`config.mk`:
```
export PLATFORM = sky130hd
export DESIGN_NAME = matrix_multiply_core
export DESIGN_NICKNAME = d
export VERILOG_FILES = /design/src/design/mmc_pkg.sv /design/src/design/mmc_ram.sv /design/src/design/mmc_mac.sv /design/src/design/matrix_multiply_core.sv
export VERILOG_INCLUDE_DIRS = /design/src /design/src/design
export SDC_FILE = /design/constraint.sdc
export NUM_CORES = 2
export LEC_CHECK = 0
export BUFFER_PORTS_ARGS = -buffer_cell sky130_fd_sc_hd__buf_2
export CAP_MARGIN = 25
export CORE_ASPECT_RATIO = 0.9
export CORE_MARGIN = 2
export CORE_UTILIZATION = 59
export CTS_BUF_LIST = sky130_fd_sc_hd__clkbuf_4 sky130_fd_sc_hd__clkbuf_8
export CTS_CLUSTER_DIAMETER = 30
export DETAILED_ROUTE_END_ITERATION = 6
export GPL_TIMING_DRIVEN = 1
export PLACE_DENSITY = 0.75
export SYNTH_ARGS = -nofsm -noshare
export SYNTH_HDL_FRONTEND = slang
export SYNTH_HIERARCHICAL = 1
export SYNTH_SLANG_ARGS = --single-unit
```
`constraint.sdc`:
```
create_clock -name i_clk -period 19.35 [get_ports i_clk]
set_input_delay 0.9675 -clock i_clk [delete_from_list [all_inputs] [get_ports i_clk]]
set_output_delay 0.9675 -clock i_clk [all_outputs]
set_load 0.01 [all_outputs]
```
`src/design/matrix_multiply_core_macros.svh`:
```
// ----------------------------------------------------------------------------
// Matrix multiply core assertion macros
// Concurrent assertion wrappers that compile away under synthesis.
// ----------------------------------------------------------------------------
`ifndef MATRIX_MULTIPLY_CORE_MACROS_SVH
`define MATRIX_MULTIPLY_CORE_MACROS_SVH

`ifndef SYNTHESIS
`define MMC_ASSERT_IMP(lbl, clk, rst_n, ante, cons, msg) \
    lbl: assert property (@(posedge clk) disable iff (!rst_n) (ante) |-> (cons)) \
        else $error(msg);
`define MMC_ASSERT_NEXT(lbl, clk, rst_n, ante, cons, msg) \
    lbl: assert property (@(posedge clk) disable iff (!rst_n) (ante) |=> (cons)) \
        else $error(msg);
`else
`define MMC_ASSERT_IMP(lbl, clk, rst_n, ante, cons, msg)
`define MMC_ASSERT_NEXT(lbl, clk, rst_n, ante, cons, msg)
`endif

`endif

```
`src/design/mmc_pkg.sv`:
```
// ----------------------------------------------------------------------------
// Matrix multiply core package
// Shared widths, codes, types and helpers of the matrix multiply core.
// ----------------------------------------------------------------------------
package mmc_pkg;

    localparam int CFG_W     = 4;
    localparam int CFG_IDX_W = 2;
    localparam int FUNC_W    = 2;
    localparam int IDX_W     = 3;
    localparam int ELEM_W    = 16;
    localparam int PROD_W    = 32;
    localparam int ACC_W     = 35;
    localparam int S_TDATA_W = 24;
    localparam int M_TDATA_W = 48;

    typedef logic [FUNC_W-1:0]    t_func;
    typedef logic [CFG_IDX_W-1:0] t_reg_idx;

    localparam t_func FUNC_WRITE_A = 2'd0;
    localparam t_func FUNC_WRITE_B = 2'd1;
    localparam t_func FUNC_MULTIPLY = 2'd2;

    localparam t_reg_idx REG_A_ROWS = 2'd0;
    localparam t_reg_idx REG_A_COLS = 2'd1;
    localparam t_reg_idx REG_B_ROWS = 2'd2;
    localparam t_reg_idx REG_B_COLS = 2'd3;

    typedef struct packed {
        logic valid;
        logic first;
        logic last;
    } t_mac_op;

    typedef struct packed {
        logic [IDX_W-1:0]        row;
        logic [IDX_W-1:0]        col;
        logic signed [ACC_W-1:0] value;
        logic                    last;
        logic                    err;
    } t_result;

    function automatic logic [CFG_W-1:0] clamp_dim(input logic [CFG_W-1:0] v,
                                                   input logic [CFG_W-1:0] lim);
        logic [CFG_W-1:0] r;
        if (v == '0) begin
            r = CFG_W'(1);
        end else if (v > lim) begin
            r = lim;
        end else begin
            r = v;
        end
        return r;
    endfunction

endpackage

```
`src/design/mmc_ram.sv`:
```
// ----------------------------------------------------------------------------
// Generic RAM
// Single write port, single read port, registered read data.
// ----------------------------------------------------------------------------
module mmc_ram #(
    parameter int WIDTH = 16,
    parameter int DEPTH = 64
) (
    input  logic                     i_clk,
    input  logic                     i_we,
    input  logic [$clog2(DEPTH)-1:0] i_waddr,
    input  logic [WIDTH-1:0]         i_wdata,
    input  logic [$clog2(DEPTH)-1:0] i_raddr,
    output logic [WIDTH-1:0]         o_rdata
);

    logic [WIDTH-1:0] r_mem [DEPTH];
    logic [WIDTH-1:0] r_rdata;

    always_ff @(posedge i_clk) begin
        if (i_we) begin
            r_mem[i_waddr] <= i_wdata;
        end
        r_rdata <= r_mem[i_raddr];
    end

    assign o_rdata = r_rdata;

endmodule

```
`src/design/mmc_mac.sv`:
```
// ----------------------------------------------------------------------------
// Matrix multiply core MAC unit
// Shared multiplier with a registered product and a 35-bit accumulator.
// ----------------------------------------------------------------------------
`include "matrix_multiply_core_macros.svh"

module mmc_mac (
    input  logic                                i_clk,
    input  logic                                i_rst_n,
    input  mmc_pkg::t_mac_op                    i_op,
    input  logic signed [mmc_pkg::ELEM_W-1:0]   i_a,
    input  logic signed [mmc_pkg::ELEM_W-1:0]   i_b,
    output logic                                o_done,
    output logic signed [mmc_pkg::ACC_W-1:0]    o_acc
);
    import mmc_pkg::*;

    t_mac_op                  r_p_op;
    logic signed [PROD_W-1:0] r_prod;
    logic signed [ACC_W-1:0]  r_acc;
    logic                     r_done;
    logic signed [ACC_W-1:0]  prod_ext;

    assign prod_ext = ACC_W'(r_prod);

    always_ff @(posedge i_clk) begin
        if (!i_rst_n) begin
            r_p_op <= '0;
            r_done <= 1'b0;
        end else begin
            r_p_op <= i_op;
            r_done <= r_p_op.valid && r_p_op.last;
        end
    end

    always_ff @(posedge i_clk) begin
        r_prod <= i_a * i_b;
        if (r_p_op.valid) begin
            r_acc <= r_p_op.first ? prod_ext : r_acc + prod_ext;
        end
    end

    assign o_done = r_done;
    assign o_acc  = r_acc;

    `MMC_ASSERT_NEXT(a_done_after_last, i_clk, i_rst_n, r_p_op.valid && r_p_op.last, r_done, "final product did not complete the sum")
    `MMC_ASSERT_IMP(a_done_has_source, i_clk, i_rst_n, r_done, $past(r_p_op.valid), "sum completed without a product")
    `MMC_ASSERT_NEXT(a_product_follows_op, i_clk, i_rst_n, i_op.valid, r_p_op.valid, "operand pair was lost")

endmodule

```
`src/design/matrix_multiply_core.sv`:
```
// ----------------------------------------------------------------------------
// Matrix multiply core: element writes are taken whenever the core is idle.
// A multiply gives a_rows * b_cols results, each a sum of a_cols products on the shared MAC.
// A shape error gives a single result, marked last. No request is taken until the final
// result is registered. Reset is synchronous and clears the store valid bits.
// ----------------------------------------------------------------------------
`include "matrix_multiply_core_macros.svh"

module matrix_multiply_core #(
    parameter int MAX_DIM = 8
) (
    input  logic                             i_clk,
    input  logic                             i_rst_n,
    input  logic                             i_cfg_valid,
    output logic                             o_cfg_ready,
    input  logic [mmc_pkg::CFG_IDX_W-1:0]    i_cfg_index,
    input  logic [mmc_pkg::CFG_W-1:0]        i_cfg_data,
    input  logic                             s_axis_tvalid,
    output logic                             s_axis_tready,
    // row_index[2:0], col_index[5:3], elem_value[21:6], zeros[23:22]
    input  logic [mmc_pkg::S_TDATA_W-1:0]    s_axis_tdata,
    // func[1:0]
    input  logic [mmc_pkg::FUNC_W-1:0]       s_axis_tuser,
    output logic                             m_axis_tvalid,
    input  logic                             m_axis_tready,
    // out_row[2:0], out_col[5:3], out_value[40:6], zeros[47:41]
    output logic [mmc_pkg::M_TDATA_W-1:0]    m_axis_tdata,
    output logic                             m_axis_tlast,
    // shape_error[0]
    output logic                             m_axis_tuser
);
    import mmc_pkg::*;

    localparam int IW    = (MAX_DIM > 1) ? $clog2(MAX_DIM) : 1;
    localparam int AW    = 2 * IW;
    localparam int DEPTH = 1 << AW;
    localparam logic [CFG_W-1:0] DIM_LIM = CFG_W'(MAX_DIM);
    localparam logic [CFG_W-1:0] ONE     = CFG_W'(1);

    typedef enum logic [2:0] {
        S_IDLE = 3'b001,
        S_RUN  = 3'b010,
        S_DONE = 3'b100
    } t_state;

    t_state           r_state, n_state;
    logic [CFG_W-1:0] r_a_rows, r_a_cols, r_b_rows, r_b_cols;
    logic [IW-1:0]    r_i, n_i, r_j, n_j, r_k, n_k;
    logic             r_issue, n_issue;
    t_result          r_res, n_res, r_out, n_out;
    logic             r_m_valid, n_m_valid;
    logic [DEPTH-1:0] r_a_vld, r_b_vld;
    logic             r_a_rv, r_b_rv;
    t_mac_op          r_rd_op;

    logic                     s_accept;
    t_func                    in_func;
    logic [IDX_W-1:0]         in_row, in_col;
    logic [ELEM_W-1:0]        in_val;
    logic                     wr_ok, we_a, we_b;
    logic [AW-1:0]            waddr, raddr_a, raddr_b;
    logic [ELEM_W-1:0]        rdata_a, rdata_b;
    logic signed [ELEM_W-1:0] op_a, op_b;
    logic                     i_last, j_last, k_last;
    logic                     mac_done;
    logic signed [ACC_W-1:0]  mac_acc;

    assign o_cfg_ready   = 1'b1;
    assign s_axis_tready = (r_state == S_IDLE);
    assign s_accept      = s_axis_tvalid && s_axis_tready;

    assign in_func = s_axis_tuser;
    assign in_row  = s_axis_tdata[2:0];
    assign in_col  = s_axis_tdata[5:3];
    assign in_val  = s_axis_tdata[21:6];

    assign wr_ok = ({1'b0, in_row} < DIM_LIM) && ({1'b0, in_col} < DIM_LIM);
    assign we_a  = s_accept && (in_func == FUNC_WRITE_A) && wr_ok;
    assign we_b  = s_accept && (in_func == FUNC_WRITE_B) && wr_ok;
    assign waddr = {in_row[IW-1:0], in_col[IW-1:0]};

    assign raddr_a = {r_i, r_k};
    assign raddr_b = {r_k, r_j};

    assign i_last = (CFG_W'(r_i) == r_a_rows - ONE);
    assign j_last = (CFG_W'(r_j) == r_b_cols - ONE);
    assign k_last = (CFG_W'(r_k) == r_a_cols - ONE);

    mmc_ram #(.WIDTH(ELEM_W), .DEPTH(DEPTH)) u_store_a (
        .i_clk   (i_clk),
        .i_we    (we_a),
        .i_waddr (waddr),
        .i_wdata (in_val),
        .i_raddr (raddr_a),
        .o_rdata (rdata_a)
    );

    mmc_ram #(.WIDTH(ELEM_W), .DEPTH(DEPTH)) u_store_b (
        .i_clk   (i_clk),
        .i_we    (we_b),
        .i_waddr (waddr),
        .i_wdata (in_val),
        .i_raddr (raddr_b),
        .o_rdata (rdata_b)
    );

    assign op_a = r_a_rv ? rdata_a : '0;
    assign op_b = r_b_rv ? rdata_b : '0;

    mmc_mac u_mac (
        .i_clk   (i_clk),
        .i_rst_n (i_rst_n),
        .i_op    (r_rd_op),
        .i_a     (op_a),
        .i_b     (op_b),
        .o_done  (mac_done),
        .o_acc   (mac_acc)
    );

    always_comb begin
        n_state   = r_state;
        n_i       = r_i;
        n_j       = r_j;
        n_k       = r_k;
        n_issue   = r_issue;
        n_res     = r_res;
        n_out     = r_out;
        n_m_valid = r_m_valid && !m_axis_tready;
        case (r_state)
            S_IDLE: begin
                if (s_accept && (in_func == FUNC_MULTIPLY)) begin
                    if (r_a_cols != r_b_rows) begin
                        n_res.row   = '0;
                        n_res.col   = '0;
                        n_res.value = '0;
                        n_res.last  = 1'b1;
                        n_res.err   = 1'b1;
                        n_state     = S_DONE;
                    end else begin
                        n_i     = '0;
                        n_j     = '0;
                        n_k     = '0;
                        n_issue = 1'b1;
                        n_state = S_RUN;
                    end
                end
            end
            S_RUN: begin
                if (r_issue) begin
                    if (k_last) begin
                        n_issue = 1'b0;
                    end else begin
                        n_k = r_k + IW'(1);
                    end
                end
                if (mac_done) begin
                    n_res.row   = IDX_W'(r_i);
                    n_res.col   = IDX_W'(r_j);
                    n_res.value = mac_acc;
                    n_res.last  = i_last && j_last;
                    n_res.err   = 1'b0;
                    n_state     = S_DONE;
                end
            end
            S_DONE: begin
                if (!r_m_valid || m_axis_tready) begin
                    n_m_valid = 1'b1;
                    n_out     = r_res;
                    if (r_res.last) begin
                        n_state = S_IDLE;
                    end else begin
                        if (i_last) begin
                            n_i = '0;
                            n_j = r_j + IW'(1);
                        end else begin
                            n_i = r_i + IW'(1);
                        end
                        n_k     = '0;
                        n_issue = 1'b1;
                        n_state = S_RUN;
                    end
                end
            end
            default: begin
                n_state = S_IDLE;
            end
        endcase
    end

    always_ff @(posedge i_clk) begin
        if (!i_rst_n) begin
            r_state   <= S_IDLE;
            r_issue   <= 1'b0;
            r_m_valid <= 1'b0;
            r_rd_op   <= '0;
            r_a_vld   <= '0;
            r_b_vld   <= '0;
            r_a_rows  <= ONE;
            r_a_cols  <= ONE;
            r_b_rows  <= ONE;
            r_b_cols  <= ONE;
        end else begin
            r_state   <= n_state;
            r_issue   <= n_issue;
            r_m_valid <= n_m_valid;
            r_rd_op.valid <= r_issue;
            r_rd_op.first <= (r_k == '0);
            r_rd_op.last  <= k_last;
            if (we_a) begin
                r_a_vld[waddr] <= 1'b1;
            end
            if (we_b) begin
                r_b_vld[waddr] <= 1'b1;
            end
            if (i_cfg_valid && o_cfg_ready) begin
                case (i_cfg_index)
                    REG_A_ROWS: r_a_rows <= clamp_dim(i_cfg_data, DIM_LIM);
                    REG_A_COLS: r_a_cols <= clamp_dim(i_cfg_data, DIM_LIM);
                    REG_B_ROWS: r_b_rows <= clamp_dim(i_cfg_data, DIM_LIM);
                    REG_B_COLS: r_b_cols <= clamp_dim(i_cfg_data, DIM_LIM);
                    default: begin
                    end
                endcase
            end
        end
    end

    always_ff @(posedge i_clk) begin
        r_i    <= n_i;
        r_j    <= n_j;
        r_k    <= n_k;
        r_res  <= n_res;
        r_out  <= n_out;
        r_a_rv <= r_a_vld[raddr_a];
        r_b_rv <= r_b_vld[raddr_b];
    end

    assign m_axis_tvalid = r_m_valid;
    assign m_axis_tdata  = {7'b0, r_out.value, r_out.col, r_out.row};
    assign m_axis_tlast  = r_out.last;
    assign m_axis_tuser  = r_out.err;

    `MMC_ASSERT_IMP(a_err_is_last, i_clk, i_rst_n, (r_state == S_DONE) && r_res.err, r_res.last, "shape error result not marked last")
    `MMC_ASSERT_IMP(a_done_in_run, i_clk, i_rst_n, mac_done, r_state == S_RUN, "sum completed outside a product run")
    `MMC_ASSERT_IMP(a_issue_in_run, i_clk, i_rst_n, r_issue, r_state == S_RUN, "store read issued outside a product run")
    `MMC_ASSERT_NEXT(a_busy_after_multiply, i_clk, i_rst_n, s_accept && (in_func == FUNC_MULTIPLY), !s_axis_tready, "request taken while a multiply is pending")

endmodule

```
== Word level (Yosys, flattened, before mapping) ==
Memories as Yosys holds them, arrays and structs flattened. A register that Yosys moved wholly into a read port is not among the register bits.
Index checks and enable logic that the tools add are counted.

* Register bits after elaboration: 320
* Latch bits: 0
* Memory bits (writable): 2048
* Bits in read-only memories: 0
* Input bits: 37
* Output and inout port bits: 53
* Logic and storage cells: 149
* Memories: 2

* Add/sub/neg operators: 7
* $mul: 1
* Div/mod/pow operators: 0
* $lt $le $gt $ge: 5
* Equal/unequal tests: 21
* Shift-type cells: 0
* Multiplexer cells: 49
* Bitwise gates (word level): 2
* Reduce and logical (&&, ||, !) cells: 29

{| class="wikitable"
|+ Memories
! name !! depth !! bits a word !! read ports !! clocked after Yosys merged registers in !! write ports !! line !! RTL
|-
| u_store_a.r_mem || 64 || 16 || 1 || 1 || 1 || mmc_ram.sv:17 || <nowiki>logic [WIDTH-1:0] r_mem [DEPTH];</nowiki>
|-
| u_store_b.r_mem || 64 || 16 || 1 || 1 || 1 || mmc_ram.sv:17 ||
|}

{| class="wikitable"
|+ Operators with widths
! kind !! count
|-
| $mux W43 || 3
|-
| $or A64 B64 Y64 || 2
|-
| $pmux W43 S2 || 1
|-
| $mux W3 || 16
|-
| $add A35 B32 Y35 || 1
|-
| $mux W35 || 1
|-
| $mul A16 B16 Y32 || 1
|-
| $mux W16 || 2
|-
| $lt A6 B7 Y1 const B || 3
|-
| $pmux W3 S3 || 2
|-
| $mux W1 || 15
|-
| $bmux W1 S6 || 2
|-
| $eq A3 B4 Y1 || 3
|-
| $ne A2 B2 Y1 const B || 6
|-
| $pmux W3 S2 || 2
|-
| $sub A4 B1 Y4 const B || 3
|-
| $reduce_and A2 Y1 || 5
|-
| $reduce_and A5 Y1 || 2
|-
| $add A3 B1 Y3 const B || 3
|-
| $logic_and A1 B1 Y1 || 8
|-
| $mux W4 || 2
|-
| $reduce_and A7 Y1 || 1
|-
| $demux W1 S6 || 1
|-
| $eq A2 B2 Y1 const B || 3
|-
| other kinds (20) || 26
|}

== Longest topological paths before layout ==
* Word-level depth: 6
* Mapped depth: 25
* Depth with buffers taken out: 22

== Modules after synthesis ==
The synthesis kept the hierarchy.

{| class="wikitable"
|+ Modules (own cells, without submodules)
! module !! times used !! cells each !! area each (µm²) !! seq. area each (µm²)
|-
| mmc_ram at u_store_a || 1 || 1829 || 40075.9 || 31069.8
|-
| mmc_ram at u_store_b || 1 || 1829 || 40042.2 || 31069.8
|-
| mmc_mac || 1 || 1508 || 13974.7 || 1771.7
|-
| matrix_multiply_core || 1 || 902 || 10432.5 || 5935.7
|}

== Least setup slack after synthesis ==
OpenSTA, ideal clock, no wires.

* Path kind: flip-flop to flip-flop
* Start point: reg r_a_rv
* End point: reg u_mac.r_prod[30]
* Setup time: 0.095 ns
* Arrival: 6.442 ns
* Required time: 19.255 ns
* Path slack: 12.812 ns
* Cell stages (with the launch flop): 22
* Buffers on the path: 2
* Clock period less this slack: 6.538 ns
* Cells stage by stage: dfxtp_1 and2_1 clkbuf_1 nand2_1 inv_1 fa_1 fa_1 fa_1 fa_1 fa_1 inv_1 fa_1 inv_1 ha_1 clkbuf_1 nand2_1 nor3_1 nand4_1 o32ai_1 nor4_1 or4_1 o311ai_1

* Longest elaborated chain between the ends: 2

{| class="wikitable"
|+ Ends and longest elaborated chain
! element !! line !! RTL
|-
| start: declaration || matrix_multiply_core.sv:53 || <nowiki>logic r_a_rv, r_b_rv;</nowiki>
|-
| start signal: assignment || matrix_multiply_core.sv:234 || <nowiki>r_a_rv <= r_a_vld[raddr_a];</nowiki>
|-
| $mux W16 || matrix_multiply_core.sv:107 || <nowiki>assign op_a = r_a_rv ? rdata_a : '0;</nowiki>
|-
| via op_a[15] || matrix_multiply_core.sv:63 || <nowiki>logic signed [ELEM_W-1:0] op_a, op_b;</nowiki>
|-
| $mul A16 B16 Y32 || mmc_mac.sv:37 || <nowiki>r_prod <= i_a * i_b;</nowiki>
|-
| end signal: assignment || mmc_mac.sv:37 ||
|-
| end: declaration || mmc_mac.sv:19 || <nowiki>logic signed [PROD_W-1:0] r_prod;</nowiki>
|}

The timed path passes the listed nets, and every way through them passes these cells.
A chain may end at the register's enable or synchronous reset.

== Worst setup path after layout ==
Ends and elaborated chain as after synthesis.

==> results.toml <==
[outcome]
status = "finished clean"

[synth]
syn_avg_cell_area_um2 = 17.23
synth_edf_count = 2178
netlist_area_mm2 = 0.1045
ys_ff_latch = 2400
synth_cell_types = 95
ys.flop_type = "edfxtp_1"
synth_cells = 6068
yosys_warnings = 6
ys_async_sr_fraction = 0
yosysSeqAreaShare = 0.6682

[critical_path]
arrival_ps = 8550
cpMostUsedCell = "fa_1"
max_stage_delay_ps = 960
crit_chain = "and2_1 > nand2_1 > inv_1 > fa_1 > fa_1 > fa_1 > fa_1 > fa_1 > inv_1 > fa_1 > inv_1 > ha_1 > nand2_1 > nor3_1 > nand4_1 > o32ai_1 > nor4_1 > or4_1 > o311ai_1"
slowest_stage = "fa_1"
end_kind = "flop"
crit_type = "reg -> reg"
worstPathMaxFanout = 16
critPathRequiredTime_ps = 20220
start_kind = "flop"

[clock_network]
insertion_delay_ps = 1100
cts_buffers = 430
htreeDepth = 5
hold_buffers = 0
cts-resized-gates = 0
cts_root_buf = "clkbuf_8"
clock_path_buffers = 4
clkSlewWorstSetupHoldPaths_ps = 60
cts_setup_buffers = 0
clock-sinks = 2400
cts_tree = "built"

[global_routing]
grt_pass1_vias = 56870
track_usage = 0.2628
grt_pass1_wl_um = 352500
antenna_found_initial = 9
grt_max_degree = 118
grt_remaining_overflow = 0

[die]
core_mm2 = 0.1759
die_w_um = 447.7
die-height_um = 403.3
die-area_mm2 = 0.1806
initial_core_util = 0.5942
io_pins = 90
num_rows = 146

[power]
ir_worst_vdd_mv = 0.1277
p_seq_frac = 0.344
total_power_mw = 17.40
switchingPower_mw = 5.991
combPwrFrac = 0.373
intPower_mw = 11.41
switching_share = 0.3443
pwr-share-clk = 0.282
p_leak_nw = 40.47
power_density_mw_per_mm2 = 149.2

[finish]
layout_commonest_cell = "edfxtp_1"
final_nets = 6865
layout-drive-gt1-share = 0.2283
area_delta_synth_final_pct = 11.59
final_cell_mix = "edfxtp_1 (2178), mux4_2 (470), clkbuf_8 (443), inv_1 (315), nand2_1 (312)"

[place]
post-dp-hpwl_um = 141000
place_congestion = 0.8926
numPortBuffers = 79

[run]
maxCapViolCount = 0

[sta]
fin_crit_ps = 7675
fmax_mhz = 130.3
worst_slew_pin_slew_ps = 1103
rsz0062_at_grt = "false"
fin_crit_sh = 0.3967
finClkSkew_ps = 134.2
hold_violations = 0
fin_tns_setup_ps = 0
setup-violations-final = 0
slew-limit-headroom = 0.2641
maxSlewViolCount = 0

[drt]
avgViaCountPerCell = 6.181
post_drt_wl_per_cell_um = 25.82
drc_errors = 0
firstDrtPassIters = 6
first_iter_violations = 6385
routed_wl_um = 236300
dr_total_vias = 56580
postRouteAntennaNets = 0

[worst_hold_path]
hold_class = "in -> reg"
## worst paths after layout
check,startpoint,to,slack (ps),depth (start not counted)
max,r_a_rv$_DFF_P_,u_mac/r_prod[30]$_DFF_P_,11670,19
min reg2reg,r_res[40]$_SDFFCE_PP0P_,m_axis_tdata[0]$_DFFE_PP_,350,0
min,i_rst_n,r_state[0]$_SDFFE_PN1P_,170,2
max reg2reg,r_a_rv$_DFF_P_,u_mac/r_prod[30]$_DFF_P_,11670,19
## final cells by class
class / instances / area, µm²
sequential: 2400 / 69850
fill: 11370 / 59280
multi-input combinational: 3041 / 31660
clock buffer: 548 / 6885
tap: 2368 / 2963
clock inverter: 217 / 2091
timing repair buffer: 253 / 1979
inverter: 316 / 1186
antenna: 10 / 25.02
## per-stage QoR
stage                     cells    util  cell area, µm²  hold WS, ps  setup WS, ps
final                      9153  0.6630          116600        168.2         11670
after global routing       9148  0.6630          116600        113.8         11070
after CTS                  9135  0.6620          116500        89.01         11620
after detailed placement   8370  0.6110          107500        404.5         11690
after global placement     8363  0.6103          107400        402.3         11730
after floorplan            6074       -          104500        400.3         12810
## state kept, by name, summed over array words and instances, names as in the netlist, 16 cells and up
signal / flops
u_store_a/r_mem: 1024
u_store_b/r_mem: 1024
r_a_vld: 64
r_b_vld: 64
r_res: 43
m_axis_tdata: 41
u_mac/o_acc: 35
u_mac/r_prod: 32
u_store_a/o_rdata: 16
u_store_b/o_rdata: 16
## power groups by stage
| stage | Combinational, mW | Clock [mW] | Sequential (mW) |
|---|---|---|---|
| final | 6.50 | 4.91 | 5.99 |
| after global routing | 7.12 | 5.22 | 6.01 |
| after CTS | 6.48 | 4.98 | 5.99 |
| after detailed placement | 6.45 | 0 | 6.10 |
| after global placement | 6.34 | 0 | 6.09 |
| after floorplan | 4.92 | 0 | 6.06 |
## critical path: cells and delay by family, from the launching register on
family | cells | cell delay [ps]
AOI/OAI and AO/OA | 2 | 550
adders and majority gates | 7 | 3940
buffers and inverters | 3 | 260
and+or+nand+nor | 7 | 2170
DFF | 1 | 560
## cell families after synthesis
group | after synthesis | synth area share
flip-flops | 2400 | 0.6682
AND/OR/NAND/NOR | 1218 | 0.06003
multiplexers | 724 | 0.1277
buffers and inverters | 633 | 0.03025
AO/OA/AOI/OAI | 630 | 0.04234
adder cells (fa/ha/maj) | 386 | 0.06509
XOR/XNOR | 75 | 0.006284
other | 2 | 0.00007185
## per-layer routing
| layer | routed length [µm] | share of wire | GRT usage |
|---|---|---|---|
| met1 | 93520 | 0.40 | 0.3679 |
| met2 | 113600 | 0.48 | 0.4146 |
| met5 | 23 | 0.000097 | 0 |
| met4 | 6335 | 0.027 | 0.08096 |
| met3 | 22810 | 0.097 | 0.06172 |
## cell usage after synthesis (75+ instances only)
| library cell | count | area share |
|---|---|---|
| ha_1 | 123 | 0.015 |
| edfxtp_1 | 2178 | 0.63 |
| nand3_1 | 75 | 0.0036 |
| nor2b_1 | 149 | 0.0089 |
| and2_1 | 174 | 0.010 |
| buf_2 | 79 | 0.0038 |
| mux2i_1 | 186 | 0.018 |
| fa_1 | 263 | 0.050 |
| clkbuf_1 | 128 | 0.0046 |
| dfxtp_1 | 222 | 0.043 |
| a21oi_1 | 144 | 0.0069 |
| inv_1 | 315 | 0.011 |
| mux4_2 | 470 | 0.10 |
| nand2_1 | 312 | 0.011 |
| a22oi_1 | 82 | 0.0059 |
| nor2_1 | 279 | 0.010 |
No activity file was read; power rests on OpenSTA's default activity.
